### src/hdl/oaht_pkg.sv
// Shared constants, codes and types for the open-addressing hash table.
package oaht_pkg;

  // Table geometry and probe sequence.
  localparam int TABLE_BITS   = 10;
  localparam int SLOT_COUNT   = 1 << TABLE_BITS;
  localparam int MAX_PROBES   = 10;
  localparam int PROBE_STRIDE = 33;
  localparam int PCW          = $clog2(MAX_PROBES + 1);

  // Field widths.
  localparam int KEY_W      = 32;
  localparam int VAL_W      = 8;
  localparam int IN_DATA_W  = 40;
  localparam int OUT_DATA_W = 16;

  localparam logic [VAL_W-1:0] MISS_CHAR = 8'h20;

  // Request kinds.
  localparam logic CMD_INSERT = 1'b0;
  localparam logic CMD_LOOKUP = 1'b1;

  // Result status codes.
  typedef enum logic [1:0] {
    STATUS_OK      = 2'd0,
    STATUS_PRESENT = 2'd1,
    STATUS_DROPPED = 2'd2
  } status_t;

  typedef logic [TABLE_BITS-1:0] slot_addr_t;

  typedef enum logic [2:0] {
    ST_CLEAR,
    ST_IDLE,
    ST_PROBE,
    ST_WRITE,
    ST_RESULT
  } state_t;

  // Control from the sequencer to the probe address unit.
  typedef struct packed {
    logic start;
    logic step;
  } probe_ctl_t;

  // Write request to the slot stores.
  typedef struct packed {
    logic             key_we;
    logic             val_we;
    slot_addr_t       addr;
    logic [KEY_W-1:0] key;
    logic [VAL_W-1:0] value;
  } mem_wr_t;

endpackage

### src/hdl/oaht_probe_gen.sv
// Probe address unit: steps through home + j*j + 33*j by running differences.
module oaht_probe_gen (
  input  logic                clk,
  input  oaht_pkg::probe_ctl_t ctl,
  input  oaht_pkg::slot_addr_t home,
  output oaht_pkg::slot_addr_t addr
);
  import oaht_pkg::*;

  // Difference between probe one and home; later differences grow by two.
  localparam slot_addr_t DELTA_FIRST = slot_addr_t'(PROBE_STRIDE + 1);

  slot_addr_t delta;

  // The offset of probe j+1 exceeds that of probe j by 2j + 34.
  always_ff @(posedge clk) begin
    if (ctl.start) begin
      addr  <= home;
      delta <= DELTA_FIRST;
    end else if (ctl.step) begin
      addr  <= addr + delta;
      delta <= delta + slot_addr_t'(2);
    end
  end

endmodule

### config.mk
export PLATFORM = sky130hd
export DESIGN_NAME = oaht_probe_gen
export DESIGN_NICKNAME = d
export VERILOG_FILES = /design/src/hdl/oaht_pkg.sv /design/src/hdl/oaht_probe_gen.sv
export SDC_FILE = /design/constraint.sdc
export NUM_CORES = 1
export LEC_CHECK = 0
export BUFFER_PORTS_ARGS = -buffer_cell sky130_fd_sc_hd__buf_2
export CAP_MARGIN = 20
export CORE_UTILIZATION = 59
export DETAILED_ROUTE_END_ITERATION = 8
export GPL_TIMING_DRIVEN = 1
export PLACE_DENSITY = 0.82
export SYNTH_ARGS = -nofsm -noshare
export SYNTH_HDL_FRONTEND = slang
export SYNTH_SLANG_ARGS = --single-unit
### constraint.sdc
create_clock -name clk -period 4.95 [get_ports clk]
set_input_delay 0.2475 -clock clk [delete_from_list [all_inputs] [get_ports clk]]
set_output_delay 0.2475 -clock clk [all_outputs]
set_load 0.01 [all_outputs]
==> results.cfg <==
[final_layout]
final_cell_mix = buf_2 (22), nand2_1 (12), edfxtp_1 (10)
antenna_cells = 0
final_cells = 178
layout.nets = 175
final_common_cell = buf_2
multi_input_area_um2 = 716.9
drive_gt1_frac = 0.2053
regArea_um2 = 480.5
final.fill_count = 173
area_growth_pct = 5.403

[die]
die_width_um = 49.30
start_util = 0.6464
core_area_um2 = 2042
std_cell_rows = 16
io_pins = 23
dieArea_um2 = 2430
dieHeight_um = 49.30

[yosys]
synth.distinct_cells = 44
yosysWarnings = 0
synth_area_leader_cell = edfxtp_1
synthAdderAreaFrac = 0.1005
ys_seq_area_frac = 0.3640
synth_cells = 133
synth_compound_area_frac = 0.1507
synth-edff-count = 10
synth_xor_area_frac = 0.07299
ys_async_sr_fraction = 0
synth_top_family_by_area = simple AND/OR/NAND/NOR gates
synth.ff_latch_count = 19
yosys_most_used_dff = edfxtp_1
synth_nets = 156
yosys.area.top_type_share = 0.2275
muxShareOfSynthArea = 0.01611
synth-simple-area-share = 0.2028
avgSynthCellArea_um2 = 9.925
synth.area.top_cells = edfxtp_1 (23%), dfxtp_1 (14%), ha_1 (8.5%)
netlist_area_um2 = 1320

[worst_hold_path]
hp-start = home[8]
hp-class = in2reg
whs_path_depth = 3

[sta]
setup_violations = 0
hold_viol = 0
finalCritPeriodShare = 0.4184
fin_crit_ns = 2.071
worst_pin_slew_ns = 0.5488
rsz0062_at_grt = no
maxSlewViolCount = 0
final.setup_skew_ns = 0.002531
slew_headroom = 0.6341
hold_slack_ns = 0.2143
setup_tns_ns = 0
worst_slack_ns = 2.879
max_freq_mhz = 482.8

[clock_network]
cts_root_buffer = clkbuf_4
clkSinkCount = 19
worstSkewPairLatency_ns = 0.30
cts_resized = 0
cts_buffers = 3
ctsHoldBuffers = 0
postCtsSetupRepairBufs = 0
htreeDepth = 1
clk_path_buf_depth = 2
cts_tree = yes
cts.clk_slew.worst_paths_ns = 0.11

[drt]
wire_per_inst_um = 15.04
drt_first_pass_iters = 4
drt-total-wl_mm = 2.678
drt_iter0_drc = 27
drc = 0
antenna_left = 0
via_count = 1068
vias_per_cell = 6.000

[setup_path]
required_ns = 5.00
cp_slowest_stage_delay_ns = 0.46
path_buf_inv = 1
worstSetupPathType = reg2reg
r2r_start = delta[1]$_SDFFE_PP1P_
path_cells = ha_1 -> inv_1 -> fa_1 -> nand2b_1 -> a21oi_1 -> nor3_1 -> nand4bb_1
arrival_ns = 2.13
r2r_setup_slack_ns = 2.88
rr_worst_depth = 7
worst-path-max-fanout = 6
r2r_end = addr[9]$_DFFE_PN_
cp.depth = 7
endpoint_kind = flop
startpoint_type = flop
crit_end = addr[9]$_DFFE_PN_
crit_family = adder cells
setup.worst_path.start = delta[1]$_SDFFE_PP1P_
critPathSlowestCell = dfxtp_1

[place]
place_ws_ns = 2.908
place_congestion = 0.8464
dp_cells = 174
place.port_buffers = 22
hpwl_mm = 1.965

[run]
cap_violations = 0

[power]
power_density_nw_per_um2 = 296.3
p_leak_nw = 0.5752
ir_drop_mv = 0.1906

[grt]
grt_overflow_total = 0
antenna_found_initial = 0
grt_pass1_wl_mm = 4.416
grt_max_degree = 33
grt_pass1_vias = 961
gr-usage-all-layers = 0.2470

[run_status]
status = finished, final reports clean
[metrics by stage]
step,utilization,power (W),instance area [um^2]
floorplan,-,0.0003098,1320
global placement,0.6679,0.0003259,1364
detailed placement,0.6679,0.0003330,1364
CTS,0.6814,0.0004143,1391
global route,0.6814,0.0004365,1391
finish,0.6814,0.0004122,1391
[kinds of logic after synthesis]
logic type | count (synthesis)
buf+inv | 14
mux | 2
flops | 19
xor+xnor | 11
compound gates | 28
simple gates | 49
fa+ha+maj | 10
[worst reg2reg max path: stages, from the launching register on]
cell and delay (ns):
dfxtp_1 0.46, ha_1 0.25, inv_1 0.07, fa_1 0.38
nand2b_1 0.19, a21oi_1 0.22, nor3_1 0.08, nand4bb_1 0.17
[how the worst min path moves through the flow]
stage                            endpoint  slack, ns
finish                  addr[8]$_DFFE_PN_       0.21
global route            addr[0]$_DFFE_PP_       0.20
CTS                     addr[3]$_DFFE_PN_       0.21
detailed placement  delta[5]$_SDFFE_PP1P_       0.52
global placement    delta[5]$_SDFFE_PP1P_       0.51
floorplan           delta[1]$_SDFFE_PP1P_       0.40
[state kept, by name (all words and copies together), names as in the netlist]
signal and flops:
addr 10, delta 9
[synthesized netlist by cell type (2+ instances only)]
cell type and number:
a211oi_1 5, a21oi_1 3, and4_1 2, buf_6 4
dfxtp_1 9, edfxtp_1 10, ha_1 9, inv_1 6
nand2_1 12, nand2b_1 3, nand3_1 5, nand4_1 3
nor2_1 9, nor3_1 2, nor3b_1 3, nor4_1 2
nor4b_1 2, o2111ai_1 2, o21ai_0 8, xnor2_1 2
xor2_1 9
[area by class of cell]
| class | instances | area share |
|---|---|---|
| clock buffers | 3 | 0.01619 |
| repair buffers | 22 | 0.07914 |
| flip-flops and latches | 19 | 0.3453 |
| multi-input cells | 100 | 0.5153 |
| well taps | 27 | 0.02428 |
| inverters | 6 | 0.01619 |
| clock inverters | 1 | 0.003597 |
[layer usage]
metal,GRT usage,share of wire
met1,0.3045,0.45
met2,0.4155,0.48
met3,0.04050,0.050
met4,0.1176,0.016
met5,0,0
[power by group]
| part | switching [W] | internal [W] |
|---|---|---|
| clock | 0.0000507 | 0.0000301 |
| sequential | 0.0000131 | 0.000186 |
| combinational | 0.0000750 | 0.0000569 |
Power figures use the tool's default switching activity.
